$ cat src/rtl/core/bmt_pkg.sv
// ----------------------------------------------------------------------------
// bmt_pkg: shared types and constants of the bounded multiset table
// Sizes of the table, operation codes and the query word that runs the chain.
// ----------------------------------------------------------------------------
`default_nettype none

package bmt_pkg;

   localparam int CAPACITY    = 16;
   localparam int VALUE_WIDTH = 32;
   localparam int CNT_W       = $clog2(CAPACITY + 1);
   localparam int KIND_W      = 3;

   typedef enum logic [KIND_W-1:0] {
      KIND_ADD        = 3'd0,
      KIND_ADD_UNIQUE = 3'd1,
      KIND_REMOVE     = 3'd2,
      KIND_COUNT      = 3'd3,
      KIND_CLEAR      = 3'd4
   } kind_type;

   // query word handed from cell to cell, one cell per cycle
   typedef struct packed {
      logic                   valid;
      kind_type               kind;
      logic [VALUE_WIDTH-1:0] value;
      logic [CNT_W-1:0]       count;    // table size when the query entered
      logic [CNT_W-1:0]       pos;      // index of the cell it is visiting
      logic [CNT_W-1:0]       hits;     // live hits seen so far
      logic                   found;    // remove: hole opened at an earlier cell
      logic                   added;    // append took place
   } tok_type;

   typedef struct packed {
      logic             success;
      logic [CNT_W-1:0] match_count;
      logic             present;
      logic [CNT_W-1:0] size;
   } rsp_type;

endpackage

`default_nettype wire

$ cat src/rtl/core/bmt_cell.sv
// ----------------------------------------------------------------------------
// bmt_cell: one entry of the table
// Holds an entry, compares it with the passing query, appends, and takes its
// right neighbor's entry while a remove closes the hole.
// ----------------------------------------------------------------------------
`default_nettype none

module bmt_cell import bmt_pkg::*; (
   input  logic                   clock,
   input  logic                   reset,
   input  tok_type                tok_i,
   output tok_type                tok_o,
   input  logic [VALUE_WIDTH-1:0] right_entry_i,
   input  logic                   shift_i,
   output logic [VALUE_WIDTH-1:0] entry_o,
   output logic                   shift_o
);

   logic [VALUE_WIDTH-1:0] entry_ff, entry_in;
   tok_type                tok_ff, tok_in;
   logic                   live, hit, append;

   always_comb begin
      live   = tok_i.pos < tok_i.count;
      hit    = tok_i.valid && live && (entry_ff == tok_i.value);
      // every live cell lies before pos == count, so hits is final here
      append = tok_i.valid && (tok_i.pos == tok_i.count) &&
               ((tok_i.kind == KIND_ADD) ||
                ((tok_i.kind == KIND_ADD_UNIQUE) && (tok_i.hits == '0)));

      tok_in     = tok_i;
      tok_in.pos = tok_i.pos + CNT_W'(1);
      if (hit) begin
         tok_in.hits = tok_i.hits + CNT_W'(1);
      end
      if ((tok_i.kind == KIND_REMOVE) && hit && !tok_i.found) begin
         tok_in.found = 1'b1;
      end
      if (append) begin
         tok_in.added = 1'b1;
      end

      // hole lies to the left: hand this entry down one place
      shift_o = tok_i.valid && (tok_i.kind == KIND_REMOVE) && tok_i.found;

      entry_in = entry_ff;
      if (append) begin
         entry_in = tok_i.value;
      end else if (shift_i) begin
         entry_in = right_entry_i;
      end
   end

   always_ff @(posedge clock) begin
      entry_ff <= entry_in;
      if (reset) begin
         tok_ff <= '0;
      end else begin
         tok_ff <= tok_in;
      end
   end

   assign tok_o   = tok_ff;
   assign entry_o = entry_ff;

endmodule

`default_nettype wire

$ cat src/rtl/core/bmt_ctrl.sv
// ----------------------------------------------------------------------------
// bmt_ctrl: request intake, size register and response register
// Launches one query into the chain, folds the returning query into a
// response and keeps the table size.
// ----------------------------------------------------------------------------
`default_nettype none

module bmt_ctrl import bmt_pkg::*; (
   input  logic                   clock,
   input  logic                   reset,
   input  logic                   req_valid,
   output logic                   req_stall,
   input  logic [KIND_W-1:0]      req_kind,
   input  logic [VALUE_WIDTH-1:0] req_value,
   output tok_type                head_o,
   input  tok_type                tail_i,
   output logic                   rsp_valid,
   input  logic                   rsp_stall,
   output rsp_type                rsp_o
);

   logic             busy_ff, busy_in;
   logic             fin_valid_ff, fin_valid_in;
   rsp_type          fin_ff, fin_in;
   logic             rsp_valid_ff, rsp_valid_in;
   rsp_type          rsp_ff, rsp_in;
   logic [CNT_W-1:0] count_ff, count_in;
   logic             accept, move;
   logic [CNT_W-1:0] new_matches;

   always_comb begin
      accept = req_valid && !busy_ff;
      move   = fin_valid_ff && (!rsp_valid_ff || !rsp_stall);

      head_o.valid = accept;
      head_o.kind  = kind_type'(req_kind);
      head_o.value = req_value;
      head_o.count = count_ff;
      head_o.pos   = '0;
      head_o.hits  = '0;
      head_o.found = 1'b0;
      head_o.added = 1'b0;

      count_in     = count_ff;
      fin_in       = fin_ff;
      fin_valid_in = fin_valid_ff;
      new_matches  = tail_i.hits;

      if (tail_i.valid) begin
         fin_in.success = 1'b0;
         case (tail_i.kind)
            KIND_ADD, KIND_ADD_UNIQUE: begin
               fin_in.success = tail_i.added;
               count_in       = tail_i.count + CNT_W'(tail_i.added);
               new_matches    = tail_i.hits + CNT_W'(tail_i.added);
            end
            KIND_REMOVE: begin
               fin_in.success = tail_i.found;
               count_in       = tail_i.count - CNT_W'(tail_i.found);
               new_matches    = tail_i.hits - CNT_W'(tail_i.found);
            end
            KIND_COUNT: begin
               fin_in.success = 1'b1;
            end
            KIND_CLEAR: begin
               fin_in.success = 1'b1;
               count_in       = '0;
               new_matches    = '0;
            end
            default: begin
               fin_in.success = 1'b0;
            end
         endcase
         fin_in.match_count = new_matches;
         fin_in.present     = new_matches != '0;
         fin_in.size        = count_in;
         fin_valid_in       = 1'b1;
      end

      rsp_in       = rsp_ff;
      rsp_valid_in = rsp_valid_ff;
      busy_in      = busy_ff || accept;
      if (move) begin
         rsp_in       = fin_ff;
         rsp_valid_in = 1'b1;
         fin_valid_in = 1'b0;
         busy_in      = 1'b0;
      end else if (rsp_valid_ff && !rsp_stall) begin
         rsp_valid_in = 1'b0;
      end
   end

   always_ff @(posedge clock) begin
      fin_ff <= fin_in;
      rsp_ff <= rsp_in;
      if (reset) begin
         busy_ff      <= 1'b0;
         fin_valid_ff <= 1'b0;
         rsp_valid_ff <= 1'b0;
         count_ff     <= '0;
      end else begin
         busy_ff      <= busy_in;
         fin_valid_ff <= fin_valid_in;
         rsp_valid_ff <= rsp_valid_in;
         count_ff     <= count_in;
      end
   end

   assign req_stall = busy_ff;
   assign rsp_valid = rsp_valid_ff;
   assign rsp_o     = rsp_ff;

endmodule

`default_nettype wire

$ cat src/rtl/core/bounded_multiset_table.sv
// ----------------------------------------------------------------------------
// bounded_multiset_table: fixed-capacity unordered multiset of data words
// Add, add-unique, remove, count and clear on a row of entry cells; each
// request word yields one response word.
// ----------------------------------------------------------------------------
//   channel | direction | handshake           | payload
//   req     | in        | req_valid/req_stall | req_kind, req_value
//   rsp     | out       | rsp_valid/rsp_stall | rsp_success, rsp_match_count,
//           |           |                     | rsp_present, rsp_size
//
// A request walks the row of CAPACITY cells, one cell a cycle, then passes a
// result stage and the response register. A new request is taken once the
// previous one has reached the response register.
// Synchronous reset empties the table at once; entries are not cleared.
// A stalled response holds; the next request still runs through the row.
// ----------------------------------------------------------------------------
`default_nettype none

module bounded_multiset_table import bmt_pkg::*; (
   input  logic                   clock,
   input  logic                   reset,
   input  logic                   req_valid,
   output logic                   req_stall,
   input  logic [KIND_W-1:0]      req_kind,
   input  logic [VALUE_WIDTH-1:0] req_value,
   output logic                   rsp_valid,
   input  logic                   rsp_stall,
   output logic                   rsp_success,
   output logic [CNT_W-1:0]       rsp_match_count,
   output logic                   rsp_present,
   output logic [CNT_W-1:0]       rsp_size
);

   tok_type                tok_chain [CAPACITY+1];
   logic [VALUE_WIDTH-1:0] ent       [1:CAPACITY];
   logic                   sh        [1:CAPACITY];
   rsp_type                rsp;

   bmt_ctrl u_ctrl (
      .clock     (clock),
      .reset     (reset),
      .req_valid (req_valid),
      .req_stall (req_stall),
      .req_kind  (req_kind),
      .req_value (req_value),
      .head_o    (tok_chain[0]),
      .tail_i    (tok_chain[CAPACITY]),
      .rsp_valid (rsp_valid),
      .rsp_stall (rsp_stall),
      .rsp_o     (rsp)
   );

   // nothing to the right of the last cell
   assign ent[CAPACITY] = '0;
   assign sh[CAPACITY]  = 1'b0;

   for (genvar k = 0; k < CAPACITY; k++) begin : g_cell
      if (k == 0) begin : g_first
         bmt_cell u_cell (
            .clock         (clock),
            .reset         (reset),
            .tok_i         (tok_chain[k]),
            .tok_o         (tok_chain[k+1]),
            .right_entry_i (ent[k+1]),
            .shift_i       (sh[k+1]),
            .entry_o       (),
            .shift_o       ()
         );
      end else begin : g_rest
         bmt_cell u_cell (
            .clock         (clock),
            .reset         (reset),
            .tok_i         (tok_chain[k]),
            .tok_o         (tok_chain[k+1]),
            .right_entry_i (ent[k+1]),
            .shift_i       (sh[k+1]),
            .entry_o       (ent[k]),
            .shift_o       (sh[k])
         );
      end
   end

   assign rsp_success     = rsp.success;
   assign rsp_match_count = rsp.match_count;
   assign rsp_present     = rsp.present;
   assign rsp_size        = rsp.size;

`ifndef SYNTHESIS
   a_busy_after_accept: assert property (@(posedge clock) disable iff (reset)
      (req_valid && !req_stall) |=> req_stall)
      else $error("request taken while a query is in flight");

   a_tail_only_busy: assert property (@(posedge clock) disable iff (reset)
      tok_chain[CAPACITY].valid |-> req_stall)
      else $error("query left the row with no request outstanding");

   a_size_bound: assert property (@(posedge clock) disable iff (reset)
      rsp_valid |-> ((rsp_size <= CNT_W'(CAPACITY)) && (rsp_match_count <= rsp_size)))
      else $error("response size or match count out of range");

   a_present_flag: assert property (@(posedge clock) disable iff (reset)
      rsp_valid |-> (rsp_present == (rsp_match_count != '0)))
      else $error("present flag disagrees with match count");
`endif

endmodule

`default_nettype wire
$ cat config.mk
export PLATFORM = sky130hd
export DESIGN_NAME = bounded_multiset_table
export DESIGN_NICKNAME = d
export VERILOG_FILES = /design/src/rtl/core/bmt_pkg.sv /design/src/rtl/core/bmt_cell.sv /design/src/rtl/core/bmt_ctrl.sv /design/src/rtl/core/bounded_multiset_table.sv
export SDC_FILE = /design/constraint.sdc
export NUM_CORES = 2
export LEC_CHECK = 0
export BUFFER_PORTS_ARGS = -buffer_cell sky130_fd_sc_hd__buf_4
export CAP_MARGIN = 20
export CORE_MARGIN = 3
export CORE_UTILIZATION = 49
export CTS_BUF_LIST = sky130_fd_sc_hd__clkbuf_8
export CTS_CLUSTER_SIZE = 25
export DETAILED_ROUTE_END_ITERATION = 8
export PLACE_DENSITY = 0.66
export SYNTH_ARGS = -nofsm -noshare
export SYNTH_HDL_FRONTEND = slang
export SYNTH_SLANG_ARGS = --single-unit
$ cat constraint.sdc
create_clock -name clock -period 7.3 [get_ports clock]
set_input_delay 0 -clock clock [delete_from_list [all_inputs] [get_ports clock]]
set_output_delay 0 -clock clock [all_outputs]
set_load 0.005 [all_outputs]
==> flow_summary.json <==
{
  "die_w_um": 336,
  "io_pins": 53,
  "ys.flop_type": "dfxtp_1",
  "min_to": "g_cell[0].g_first.u_cell.entry_o[29]$_DFFE_PP_",
  "synthCells": 4212,
  "via_count": 31400,
  "synth_common_cells": "dfxtp_1 (799), nor2b_1 (595), edfxtp_1 (536)",
  "p_leak_nw": 21.6,
  "drc": 0,
  "setup_viol": 0,
  "grt_pass1_wl_um": 195000,
  "path_common_cell": "o21ai_0",
  "die_h_um": 336,
  "timing.rr.end": "u_ctrl.fin_ff[5]$_DFFE_PP_",
  "yosysWarnings": 0,
  "cpMaxStageDelayCell": "or4_1",
  "r2r_start": "g_cell[15].g_rest.u_cell.tok_o[49]$_SDFF_PP0_",
  "crit_chain": "nor2_1, a21bo_1, nand2_1, ha_1, fa_1, nor2b_1, o21ai_0, and3_1, o21ai_0, a21oi_1, or4_1",
  "final_layout_size_suffix_gt1_share_pct": 19.6,
  "rsz0062_at_grt": "no",
  "outcome": "finished, final reports clean",
  "finalHoldViolations": 0,
  "postRouteWirelength_um": 128000,
  "ys_types": 63,
  "reg2reg_slack_ns": 4.15,
  "hold_class": "in2reg",
  "ir_drop_mv": 0.205,
  "cp.required_ns": 7.87,
  "place_area_um2": 55500,
  "antenna_found_initial": 2,
  "syn_area_per_cell_um2": 12.7,
  "syn_area_um2": 53500,
  "worst_setup_path_start_kind": "flip-flop",
  "cts-resized-gates": 0,
  "first_global_vias": 31900,
  "crit_path_end_kind": "flip-flop",
  "max_freq_mhz": 318,
  "powerDensity_nw_per_um2": 239,
  "yosysTopAreaCell": "edfxtp_1",
  "design_area_um2": 60900,
  "min_path_cells": 3,
  "routedWlPerCell_um": 21.0,
  "grt_max_degree": 212,
  "rows": 120,
  "yosysTopAreaCellShare_pct": 30.1,
  "finalClockSkew_ns": 0.0442,
  "firstDrtPassIters": 5,
  "areaGrowthSynthToFinish_pct": 14.0,
  "slew_viol_final": 0,
  "worstMarginPinSlew_ns": 1.02,
  "max-cap-violations": 0,
  "whs_ns": 0.110,
  "fin_cells": 6074,
  "path_clk_slew_ns": 0.06,
  "ant_nets": 0,
  "htree_num_levels": 4,
  "ys_ff_latch": 1335,
  "grt_overflow": 0,
  "cts_tree": "yes",
  "rr_worst_depth": 11,
  "synth_edf_count": 536,
  "die_area_um2": 113000,
  "dpl.hpwl_um": 88400,
  "yosysSeqAreaShare_pct": 60.0,
  "arrival_ns": 3.72,
  "totalPowerFinal_mw": 14.6,
  "finalNetCount": 4639,
  "cts_buffer_depth": 3,
  "async_reset_ff_share_pct": 0,
  "port_buffers": 52,
  "grt.total_usage_pct": 22.6,
  "cts_made_buffers": 209,
  "tns_ns": 0,
  "clk_latency_ns": 0.86,
  "place_inst": 5563,
  "synth_most_common_cell": "dfxtp_1",
  "fin_crit_ns": 3.15,
  "fin_crit_sh_pct": 43.1,
  "drtIter0Drc": 2390,
  "max_stage_delay_ns": 0.47,
  "place_congestion": 0.826,
  "yosys-top-cells-area": "edfxtp_1 (30%), dfxtp_1 (30%), mux2_2 (10%)",
  "worstSetupPathType": "reg2reg",
  "synth_nets": 4367,
  "viasPerCell": 5.17,
  "cts_root_buffer": "clkbuf_8",
  "start_util_pct": 49.7,
  "path_max_fanout": 11,
  "coreArea_um2": 108000,
  "min-delay-start": "req_value[29]",
  "maxSlewHeadroom_pct": 31.9,
  "clock_sinks": 1335
}
-- metal layers --
metal / GRT usage [%] / share of wire, %
met4: 6.75 / 2.3
met5: 0 / 0
met2: 34.0 / 44
met3: 3.77 / 5.0
met1: 33.4 / 49
-- cell type report --
type                            instances  area [µm²]
Antenna cell                            2        5.00
Clock buffer                          261        3590
Clock inverter                        135         734
Fill cell                            8901       46700
Inverter                              156         586
Multi-Input combinational cell       2583       20400
Sequential cell                      1335       32100
Tap cell                             1403        1760
Timing Repair Buffer                  199        1800
-- worst max-delay path, delay by kind of cell (launching register included) --
kind	cells	cell delay [ns]
compound gates	4	0.69
fa+ha+maj	2	0.70
flops	1	0.36
simple gates	5	1.13
-- cells by family after synthesis --
family | count (synthesis) | share of synthesized area, %
DFF | 1335 | 60.0
and+or+nand+nor | 1220 | 13.2
xor gates and xnor gates | 563 | 9.22
muxes | 487 | 10.2
buffers and inverters | 294 | 2.10
AOI/OAI and AO/OA | 197 | 2.48
adders and majority gates | 116 | 2.74
-- report_power, final --
group          internal [mW]  switching (mW)  total, mW
clock                   3.40            2.96       6.36
sequential              7.77          0.0695       7.84
combinational          0.166           0.201      0.366
total                   11.3            3.23       14.6
-- worst max-delay path by stage --
stage | from | to | slack, ns | depth (start not counted)
2_1_floorplan | g_cell[14].g_rest.u_cell.tok_o[13]$_SDFF_PP0_ | g_cell[15].g_rest.u_cell.entry_o[0]$_DFFE_PP_ | 0.78 | 4
3_3_place_gp | g_cell[10].g_rest.u_cell.tok_o[16]$_SDFF_PP0_ | g_cell[11].g_rest.u_cell.entry_o[1]$_DFFE_PP_ | 4.02 | 7
3_5_place_dp | g_cell[10].g_rest.u_cell.tok_o[16]$_SDFF_PP0_ | g_cell[11].g_rest.u_cell.entry_o[23]$_DFFE_PP_ | 4.00 | 7
4_1_cts | g_cell[10].g_rest.u_cell.tok_o[16]$_SDFF_PP0_ | g_cell[11].g_rest.u_cell.entry_o[18]$_DFFE_PP_ | 4.00 | 7
5_1_grt | g_cell[15].g_rest.u_cell.tok_o[51]$_SDFF_PP0_ | u_ctrl.fin_ff[5]$_DFFE_PP_ | 3.92 | 11
6_report | g_cell[15].g_rest.u_cell.tok_o[49]$_SDFF_PP0_ | u_ctrl.fin_ff[5]$_DFFE_PP_ | 4.15 | 11
-- placed cells by master, fill, tap and decap left out, types with 14 or more instances in the layout --
cell and n:
nor3_1 23, nand3_1 55, clkinv_2 34, nor2b_1 595, mux2_2 474, xor2_1 294
nor4_1 78, or4_1 14, nand2_1 59, or3_1 21, o21ai_0 47, nor3b_1 14
clkbuf_8 261, inv_1 231, dfxtp_1 799, ha_1 114, a21oi_1 68, nor2_1 202
buf_4 83, nand4_1 89, edfxtp_1 536, xnor2_1 269, dlygate4sd3_1 108
-- through the flow --
step	utilization [%]	setup slack, ns
after floorplan	-	0.779
after global placement	51.5	4.02
after detailed placement	51.5	4.00
after CTS	56.6	4.00
after global routing	56.6	3.92
final	56.6	4.15
-- registers in the layout (all words and copies together) (netlist names) --
signal / flops
g_cell.g_first.u_cell.entry_o: 32
g_cell.g_first.u_cell.tok_o: 45
g_cell.g_rest.u_cell.tok_o: 746
g_cell.g_rest.u_cell.entry_o: 480
u_ctrl.rsp_valid: 1
u_ctrl.req_stall: 1
u_ctrl.fin_valid_ff: 1
u_ctrl.fin_ff: 12
u_ctrl.rsp_o: 12
u_ctrl.count_ff: 5
-- timing repair --
item | 4_1_cts | 5_1_grt
setup endpoints to repair | 0 | 0
hold endpoints to repair | 199 | 0
hold buffers | 108 | 0
buffers inserted | 0 | 0
No activity file was read; power rests on OpenSTA's default activity.
